[src/rtl/q128_pkg.sv]
// ----------------------------------------------------------------------------
// q128_pkg
// Shared types and constants for the binary128 add/subtract pipeline.
// ----------------------------------------------------------------------------
`default_nettype none
package q128_pkg;
    localparam int unsigned ExpW  = 15;
    localparam int unsigned FracW = 112;
    localparam int unsigned MantW = 116;   // hidden bit, fraction, guard, round, sticky
    localparam logic [ExpW-1:0] ExpMax = 15'h7FFF;

    // Information that stage one hands to stage two.
    typedef struct packed {
        logic           special;
        logic [127:0]   special_res;
        logic           zero_res;
        logic           invalid;
        logic           sign;
        logic           eff_sub;
        logic [ExpW-1:0] ex;
        logic [MantW-1:0] mx;
        logic [MantW-1:0] my;
    } s1_t;

    // Information that stage two hands to stage three.
    typedef struct packed {
        logic           special;
        logic [127:0]   special_res;
        logic           zero_res;
        logic           invalid;
        logic           sign;
        logic [ExpW:0]  ex;
        logic [MantW:0] sum;
    } s2_t;

    // Shift right with a sticky bit kept in the lowest position.
    function automatic logic [MantW-1:0] shr_sticky(input logic [MantW-1:0] v,
                                                    input logic [ExpW-1:0] n);
        logic [MantW-1:0] r;
        logic [MantW-1:0] mask;
        begin
            if (n >= ExpW'(MantW)) begin
                r = {{(MantW-1){1'b0}}, |v};
            end else begin
                mask = ~({MantW{1'b1}} << n[6:0]);
                r = v >> n[6:0];
                r[0] = r[0] | (|(v & mask));
            end
            return r;
        end
    endfunction
endpackage
`default_nettype wire

[src/rtl/binary128_add_sub_core.sv]
// ----------------------------------------------------------------------------
// binary128_add_sub_core
// Pipelined IEEE 754 binary128 adder/subtractor, round to nearest even.
// ----------------------------------------------------------------------------
// Channel | Ports                                   | Direction
// s_      | a_high a_low b_high b_low operation     | in  (valid/ready)
// m_      | sum_high sum_low invalid                | out (valid/ready)
//
// An accepted word passes the three registered align / add / normalize stages
// in turn and is then offered as a result. One word per cycle can enter while
// the output is free; the rate is set by that pipeline. A stalled output holds
// the result stage and each full stage behind it up to the first empty one; a
// bubble in any stage is filled. Reset clears the stage valid bits only.
// ----------------------------------------------------------------------------
`default_nettype none
module binary128_add_sub_core (
    input  wire logic        aclk,
    input  wire logic        aresetn,
    input  wire logic        s_valid,
    output logic             s_ready,
    input  wire logic [63:0] s_a_high,
    input  wire logic [63:0] s_a_low,
    input  wire logic [63:0] s_b_high,
    input  wire logic [63:0] s_b_low,
    input  wire logic        s_operation,
    output logic             m_valid,
    input  wire logic        m_ready,
    output logic [63:0]      m_sum_high,
    output logic [63:0]      m_sum_low,
    output logic             m_invalid
);
    import q128_pkg::*;

    s1_t s1_next, s1_reg;
    s2_t s2_next, s2_reg;
    logic [127:0] res_next, res_reg;
    logic inv_next, inv_reg;
    logic v1_reg, v2_reg, v3_reg;
    logic en3, en2, en1;

    q128_align u_align (.a_high(s_a_high), .a_low(s_a_low), .b_high(s_b_high),
                        .b_low(s_b_low), .operation(s_operation), .st(s1_next));
    q128_addsub u_addsub (.st_in(s1_reg), .st_out(s2_next));
    q128_norm u_norm (.st(s2_reg), .res(res_next), .inv(inv_next));

    // Each stage advances when the next one is empty or moving.
    assign en3 = !v3_reg || m_ready;
    assign en2 = !v2_reg || en3;
    assign en1 = !v1_reg || en2;
    assign s_ready = en1;

    always_ff @(posedge aclk) begin
        if (!aresetn) begin
            v1_reg <= 1'b0;
            v2_reg <= 1'b0;
            v3_reg <= 1'b0;
        end else begin
            if (en1) v1_reg <= s_valid;
            if (en2) v2_reg <= v1_reg;
            if (en3) v3_reg <= v2_reg;
        end
    end

    // Payload registers.
    always_ff @(posedge aclk) begin
        if (en1) s1_reg <= s1_next;
        if (en2) s2_reg <= s2_next;
        if (en3) begin
            res_reg <= res_next;
            inv_reg <= inv_next;
        end
    end

    assign m_valid    = v3_reg;
    assign m_sum_high = res_reg[127:64];
    assign m_sum_low  = res_reg[63:0];
    assign m_invalid  = inv_reg;
endmodule
`default_nettype wire

[src/rtl/q128_align.sv]
// ----------------------------------------------------------------------------
// q128_align
// Stage one: special cases, operand ordering and mantissa alignment.
// ----------------------------------------------------------------------------
`default_nettype none
module q128_align (
    input  wire logic [63:0] a_high,
    input  wire logic [63:0] a_low,
    input  wire logic [63:0] b_high,
    input  wire logic [63:0] b_low,
    input  wire logic        operation,
    output q128_pkg::s1_t    st
);
    import q128_pkg::*;

    logic [127:0] x0, y0, x1, y1, xo, yo;
    logic [14:0] ex1, exo, eyo, exn, eyn, d;
    logic x1_nan, y1_nan, x_snan, y_snan, y_inf_opp;
    logic [MantW-1:0] mx, my;

    always_comb begin
        x0 = {a_high, a_low};
        y0 = {b_high ^ {operation, 63'd0}, b_low};
        // Rank for NaN selection uses bits 126..96.
        if (y0[126:96] > x0[126:96]) begin
            x1 = y0; y1 = x0;
        end else begin
            x1 = x0; y1 = y0;
        end
        ex1    = x1[126:112];
        x1_nan = (ex1 == ExpMax) && (x1[111:0] != '0);
        y1_nan = (y1[126:112] == ExpMax) && (y1[111:0] != '0);
        x_snan = x1_nan && !x1[111];
        y_snan = y1_nan && !y1[111];
        y_inf_opp = (y1[126:112] == ExpMax) && (x1[127] != y1[127]);

        st = '0;
        st.invalid = x_snan || y_snan;
        if (ex1 == ExpMax) begin
            st.special = 1'b1;
            if (x1_nan) begin
                st.special_res = x1 | {16'd0, 1'b1, 111'd0};
            end else if (y1_nan) begin
                st.special_res = y1 | {16'd0, 1'b1, 111'd0};
            end else if (y_inf_opp) begin
                st.special_res = {64'h7FFF800000000000, 64'd0};
                st.invalid = 1'b1;
            end else begin
                st.special_res = x1;
            end
        end

        // Order by magnitude.
        if (y1[126:0] > x1[126:0]) begin
            xo = y1; yo = x1;
        end else begin
            xo = x1; yo = y1;
        end
        st.zero_res = (xo[126:0] == yo[126:0]) && (xo[127] != yo[127]);
        st.sign    = xo[127];
        st.eff_sub = xo[127] ^ yo[127];
        exo = xo[126:112];
        eyo = yo[126:112];
        exn = (exo != '0) ? exo : 15'd1;
        eyn = (eyo != '0) ? eyo : 15'd1;
        mx  = {(exo != '0), xo[111:0], 3'b000};
        my  = {(eyo != '0), yo[111:0], 3'b000};
        d   = exn - eyn;
        st.ex = exn;
        st.mx = mx;
        st.my = shr_sticky(my, d);
    end
endmodule
`default_nettype wire

[src/rtl/q128_addsub.sv]
// ----------------------------------------------------------------------------
// q128_addsub
// Stage two: mantissa add or subtract with carry handling.
// ----------------------------------------------------------------------------
`default_nettype none
module q128_addsub (
    input  q128_pkg::s1_t st_in,
    output q128_pkg::s2_t st_out
);
    import q128_pkg::*;

    logic [MantW:0] s;

    always_comb begin
        if (st_in.eff_sub) begin
            s = {1'b0, st_in.mx} - {1'b0, st_in.my};
        end else begin
            s = {1'b0, st_in.mx} + {1'b0, st_in.my};
        end
        st_out.special     = st_in.special;
        st_out.special_res = st_in.special_res;
        st_out.zero_res    = st_in.zero_res;
        st_out.invalid     = st_in.invalid;
        st_out.sign        = st_in.sign;
        st_out.ex          = {1'b0, st_in.ex};
        st_out.sum         = s;
        // A carry out shifts right once, folding the dropped bit into sticky.
        if (s[MantW]) begin
            st_out.sum = {1'b0, s[MantW:2], s[1] | s[0]};
            st_out.ex  = {1'b0, st_in.ex} + 16'd1;
        end
    end
endmodule
`default_nettype wire

[src/rtl/q128_norm.sv]
// ----------------------------------------------------------------------------
// q128_norm
// Stage three: leading-zero normalization, rounding and packing.
// ----------------------------------------------------------------------------
`default_nettype none
module q128_norm (
    input  q128_pkg::s2_t st,
    output logic [127:0]  res,
    output logic          inv
);
    import q128_pkg::*;

    logic [MantW-1:0] m;
    logic [6:0]  lz;
    logic        found;
    logic [15:0] sh, ex, exr;
    logic [113:0] r;
    logic [2:0]  g;

    always_comb begin
        m = st.sum[MantW-1:0];
        // Leading-zero count over the 116-bit mantissa.
        lz = 7'd0;
        found = 1'b0;
        for (int i = MantW - 1; i >= 0; i--) begin
            if (!found && m[i]) begin
                found = 1'b1;
                lz = 7'(MantW - 1 - i);
            end
        end
        sh = (16'(lz) < st.ex - 16'd1) ? 16'(lz) : st.ex - 16'd1;
        m  = m << sh[6:0];
        ex = st.ex - sh;
        // Round to nearest even; bit 113 catches a carry out of the mantissa.
        g  = m[2:0];
        r  = {1'b0, m[MantW-1:3]};
        if (g > 3'd4 || (g == 3'd4 && r[0])) begin
            r = r + 114'd1;
        end
        exr = ex;
        if (r[113]) begin
            r = r >> 1;
            exr = ex + 16'd1;
        end
        inv = st.invalid;
        if (st.special) begin
            res = st.special_res;
        end else if (st.zero_res) begin
            res = '0;
            inv = 1'b0;
        end else if (exr >= {1'b0, ExpMax}) begin
            res = {st.sign, ExpMax, 112'd0};
        end else begin
            // Without the hidden bit the result is subnormal.
            res = {st.sign, (r[112] ? exr[14:0] : 15'd0), r[111:0]};
        end
    end
endmodule
`default_nettype wire

[config.mk]
export PLATFORM = sky130hd
export DESIGN_NAME = binary128_add_sub_core
export DESIGN_NICKNAME = d
export VERILOG_FILES = /design/src/rtl/q128_pkg.sv /design/src/rtl/binary128_add_sub_core.sv /design/src/rtl/q128_align.sv /design/src/rtl/q128_addsub.sv /design/src/rtl/q128_norm.sv
export SDC_FILE = /design/constraint.sdc
export NUM_CORES = 2
export LEC_CHECK = 0
export ABC_AREA = 0
export BUFFER_PORTS_ARGS = -buffer_cell sky130_fd_sc_hd__buf_2
export CORE_MARGIN = 2
export CORE_UTILIZATION = 27
export CTS_BUF_LIST = sky130_fd_sc_hd__clkbuf_2 sky130_fd_sc_hd__clkbuf_4 sky130_fd_sc_hd__clkbuf_8
export DETAILED_ROUTE_END_ITERATION = 7
export MAX_ROUTING_LAYER = met4
export RECOVER_POWER = 25
export SYNTH_ARGS = -nofsm -noshare
export SYNTH_HDL_FRONTEND = slang
export SYNTH_HIERARCHICAL = 1
export SYNTH_SLANG_ARGS = --single-unit
[constraint.sdc]
create_clock -name aclk -period 24 [get_ports aclk]
set_input_delay 1.2 -clock aclk [delete_from_list [all_inputs] [get_ports aclk]]
set_output_delay 1.2 -clock aclk [all_outputs]
set_load 0.005 [all_outputs]
# Word level (Yosys, flattened, before mapping)
# Cells that the tools add are included.
[op_classes]
reduce_logical = 253
div = 0
n_bitwise = 6
shift = 3
magnitude_cmp = 6
multipliers = 0
n_addsub = 8
n_mux = 257
n_eq_ne = 6
[ops]
columns = ["operator", "count"]
rows = [
  ["$mux W128", 9],
  ["$mux W7", 114],
  ["$reduce_bool A112 Y1", 2],
  ["$mux W132", 1],
  ["$mux W129", 1],
  ["$eq A127 B127 Y1", 1],
  ["$gt A127 B127 Y1", 1],
  ["$mux W127", 1],
  ["$mux W1", 123],
  ["$logic_and A1 B1 Y1", 122],
  ["$logic_not A1 Y1", 120],
  ["$add A116 B116 Y117", 1],
  ["$mux W117", 1],
  ["$sub A116 B116 Y117", 1],
  ["$and A116 B116 Y116", 1],
  ["$not A116 Y116", 1],
  ["$reduce_or A116 Y1", 1],
  ["$shl A116 B7 Y116", 1],
  ["$shl A116 B7 Y116 const A", 1],
  ["$shr A116 B7 Y116", 1],
  ["$add A113 B1 Y114 const B", 1],
  ["$mux W114", 1],
  ["$mux W113", 1],
  ["$reduce_or A113 Y1", 1],
  ["20 further kinds", 31],
]
[word_totals]
memories = 0
in_bits = 261
romBits = 0
latchBits = 0
reg_bits = 773
ram_bits = 0
out_inout_bits = 131

# Logic depth before layout (Yosys ltp)
[logic_depth]
word_depth = 358
depth_mapped = 50

# Modules after synthesis
# Netlist, hierarchy kept.
[modules_own_cells]
columns = ["module", "cells_per_inst", "area_each_um2", "seq_area_each_um2", "n_inst"]
rows = [
  ["q128_align", 4423, 26155.1, 0.0, 1],
  ["binary128_add_sub_core", 786, 23364.9, 23302.3, 1],
  ["q128_norm", 3479, 22135.0, 0.0, 1],
  ["q128_addsub", 1999, 13153.9, 0.0, 1],
]

# Worst setup path after synthesis
# Ideal clock, no wire load.
[synth_timing]
kind = "input -> register"
from = "input s_a_high[45]"
to = "register s1_reg[0] in the netlist's numbering, data pin"
required_time_ps = 23732
slack_ps = 13820
setup_time_ps = 268
arrival_ps = 9912
path_stages = 41
cell_sequence = "inv_1 > ha_1 > nand4_1 > or4b_1 > nor2b_1 > a31oi_1 > or2_1 > buf_2 > buf_2 > nor3_1 > o22ai_1 > a21oi_2 > nor2_1 > nor2_2 > buf_6 > buf_6 > buf_6 > buf_2 > [... 5 more ...] > fa_1 > a211oi_1 > o21bai_1 > a21oi_1 > xnor2_1 > clkbuf_1 > nand3_1 > clkbuf_1 > o21a_1 > a21oi_1 > a32oi_1 > a2111oi_0 > o32ai_1 > a2111oi_0 > o2111ai_1 > or4_1 > nor4_1 > o211ai_1"
[synth_rtl]
columns = ["item", "line", "rtl"]
rows = [
  ["start: declaration", "binary128_add_sub_core.sv:21", "input wire logic [63:0] s_a_high,"],
  ["end signal: assignment", "binary128_add_sub_core.sv:66", "if (en1) s1_reg <= s1_next;"],
  ["end: declaration", "binary128_add_sub_core.sv:34", "s1_t s1_next, s1_reg;"],
]

# Final worst setup path
[layout_timing]
from = "register s2_reg[102] in the netlist's numbering"
to = "register res_reg[111], data pin"
[layout_between]
elab_chain_len = 320
elab_cells_between_ends = 427
[layout_rtl]
columns = ["item", "line", "rtl"]
rows = [
  ["start: declaration", "binary128_add_sub_core.sv:35", "s2_t s2_next, s2_reg;"],
  ["start signal: assignment", "binary128_add_sub_core.sv:67", "if (en2) s2_reg <= s2_next;"],
  ["parallel branches: the longest is 317 deep, another holds $logic_and A1 B1 Y1", "-", ""],
  ["$mux W127 (*)", "q128_norm.sv:51", "end else if (exr >= {1'b0, ExpMax}) begin"],
  ["$mux W128 (*)", "q128_norm.sv:48", "end else if (st.zero_res) begin"],
  ["$mux W128 (*)", "q128_norm.sv:46", "if (st.special) begin"],
  ["named net res_next[111]", "binary128_add_sub_core.sv:36", "logic [127:0] res_next, res_reg;"],
  ["end signal: assignment", "binary128_add_sub_core.sv:69", "res_reg <= res_next;"],
  ["end: declaration", "binary128_add_sub_core.sv:36", ""],
]
# Mark *: on every way through the listed nets, which the timed path passes.
# A chain may end at the register's enable or synchronous reset.

==> flow_summary.ini <==
[drt]
vias_per_cell = 6.78
vias = 102001
wl_per_cell_um = 47.3
drc = 5
routed_wl_mm = 712
first_iter_violations = 18289
drt-pass1-iter-count = 8
ant_nets = 0

[global_routing]
grt_usage_pct = 44.2
antenna_found_initial = 131
grt_pass1_vias = 92586
grt_first_pass_wirelength_mm = 916
globalRoute.totalOverflow = 0
grt_start_max_net_pins = 143

[cts]
postCtsSetupBuffers = 0
cts_made_buffers = 146
cts_hold_buf = 0
insertion_delay_ps = 980
cts.sinks = 776
cts_tree = done
path_clk_slew_ps = 70
root_buffer = clkbuf_8
clock_path_buffers = 4
cts.htree.levels = 4
cts_resized = 0

[flow_run]
drv_cap = 10

[layout]
n_fill_cell = 33906
multi_input_area_sq_mm = 0.0566
fin_area_sq_mm = 0.0947
finalNetCount = 11139
area_growth_pct = 11.8
area.sequential_sq_mm = 0.0233
largest_reg_flops = 380
drive_gt1_share_pct = 14.6

[logic_synthesis]
syn_area_per_cell_sq_um = 7.93
postSynthCellCount = 10684
ys_warn_count = 6
synth_area_sq_mm = 0.0848

[sta]
finClkSkew_ps = 190
maxSlewViolCount = 486
setup_tns_ps = 0
fmax_mhz = 65.9
maxSlewHeadroom_pct = -377
hold_viol = 0
worst_pin_slew_ps = 7150
fin_crit_ps = 15190
rsz0062_at_grt = false
post-route-period-util_pct = 63.3
holdWs_ps = 396
setup_viol = 0

[worst_setup_path]
worstSetupPathType = flip-flop to flip-flop
cp_max_fo = 56
cp_data_required_time_ps = 24680
cp_slowest_cell = or4_1
arrival_ps = 15870
cp-start-kind = flip-flop
endpoint_kind = flip-flop
crit_top_cell = buf_4
max_stage_delay_ps = 900

[placement]
dp_hpwl_mm = 554
place_congestion = 1.13
place_area_sq_mm = 0.0915
port_buffers = 391

[power]
ir_drop_mv = 0.131
p_leak_nw = 36.5
p_per_area_mw_per_mm2 = 171

[floorplan]
start_util_pct = 27.2
die_w_um = 564
pin_count = 392
core_area_sq_mm = 0.312
die_area_sq_mm = 0.318
rows = 205
die_y_um = 564

[run_status]
violations = design-rule violations, max-capacitance violations, max-slew violations
outcome = finished, violations left

[hold_path]
hold_class = flip-flop to flip-flop
[final cells by class]
class | count | area share [%]
well taps | 4140 | 5.47
clock buffers | 177 | 2.37
clock inverters | 74 | 0.781
multi-input cells | 8681 | 59.8
repair buffers | 851 | 5.79
flip-flops and latches | 776 | 24.6
diodes | 111 | 0.293
inverters | 238 | 0.952
[cell usage in the layout (no fill, tap or decap), types with 55 or more instances in the layout]
master	n
nor2b_1	101
a31oi_1	176
xor2_1	134
o31ai_1	68
ha_1	180
o21ai_0	633
nand2_1	1197
diode_2	111
and3_1	90
a211oi_1	117
a221oi_1	83
a22oi_1	224
nand3_1	310
o211ai_1	143
xnor2_1	303
mux2i_1	349
or4_1	66
buf_2	391
o21bai_1	55
mux4_2	56
buf_4	448
inv_1	227
nor2_1	994
o22ai_1	145
clkbuf_8	147
edfxtp_1	773
nand4_1	192
mux2_2	177
a22o_1	104
nand2b_1	123
and2_1	84
nor3_1	337
a21o_1	114
nor4_1	208
or3_1	71
o221ai_1	63
a21oi_1	681
[through the flow]
step / cells / total power (W) / util (%) / setup slack, ps
floorplan: 10687 / 0.00812 / - / 13820
global placement: 14684 / 0.0141 / 29.3 / 9220
detailed placement: 14685 / 0.0139 / 29.3 / 9460
CTS: 14936 / 0.0153 / 30.3 / 9660
global route: 15018 / 0.0162 / 30.3 / 8350
finish: 15048 / 0.0162 / 30.4 / 8810
[power breakdown]
| group | internal (W) | switching [W] |
|---|---|---|
| logic | 0.00327 | 0.00915 |
| registers | 0.00190 | 0.000459 |
| clock network | 0.000771 | 0.000624 |
[worst max-delay path, delay by kind of cell, from the launching register on]
family / cells / cell delay, ps
flip-flops: 1 / 460
buffers and inverters: 6 / 2510
adder cells (fa/ha/maj): 1 / 260
multiplexers: 1 / 500
AND/OR/NAND/NOR: 15 / 6930
AO/OA/AOI/OAI: 10 / 4000
XOR/XNOR: 1 / 220
[path summary, 6_finish.rpt]
path	cells past startpoint	startpoint	slack [ps]	end
max	34	s2_reg[102]	8810	res_reg[111]
max reg2reg	34	s2_reg[102]	8810	res_reg[111]
min reg2reg	0	s1_reg[279]	400	s2_reg[164]
min	0	s1_reg[279]	400	s2_reg[164]
[per-layer routing]
layer,part of all wire [%],track usage [%],up-vias
li1,-,-,40814
met1,38,52.3,50147
met2,40,60.6,8543
met3,11,13.6,2497
met4,10,37.8,0
met5,0,-,-
Note: power is estimated with default switching activity, not from simulation.
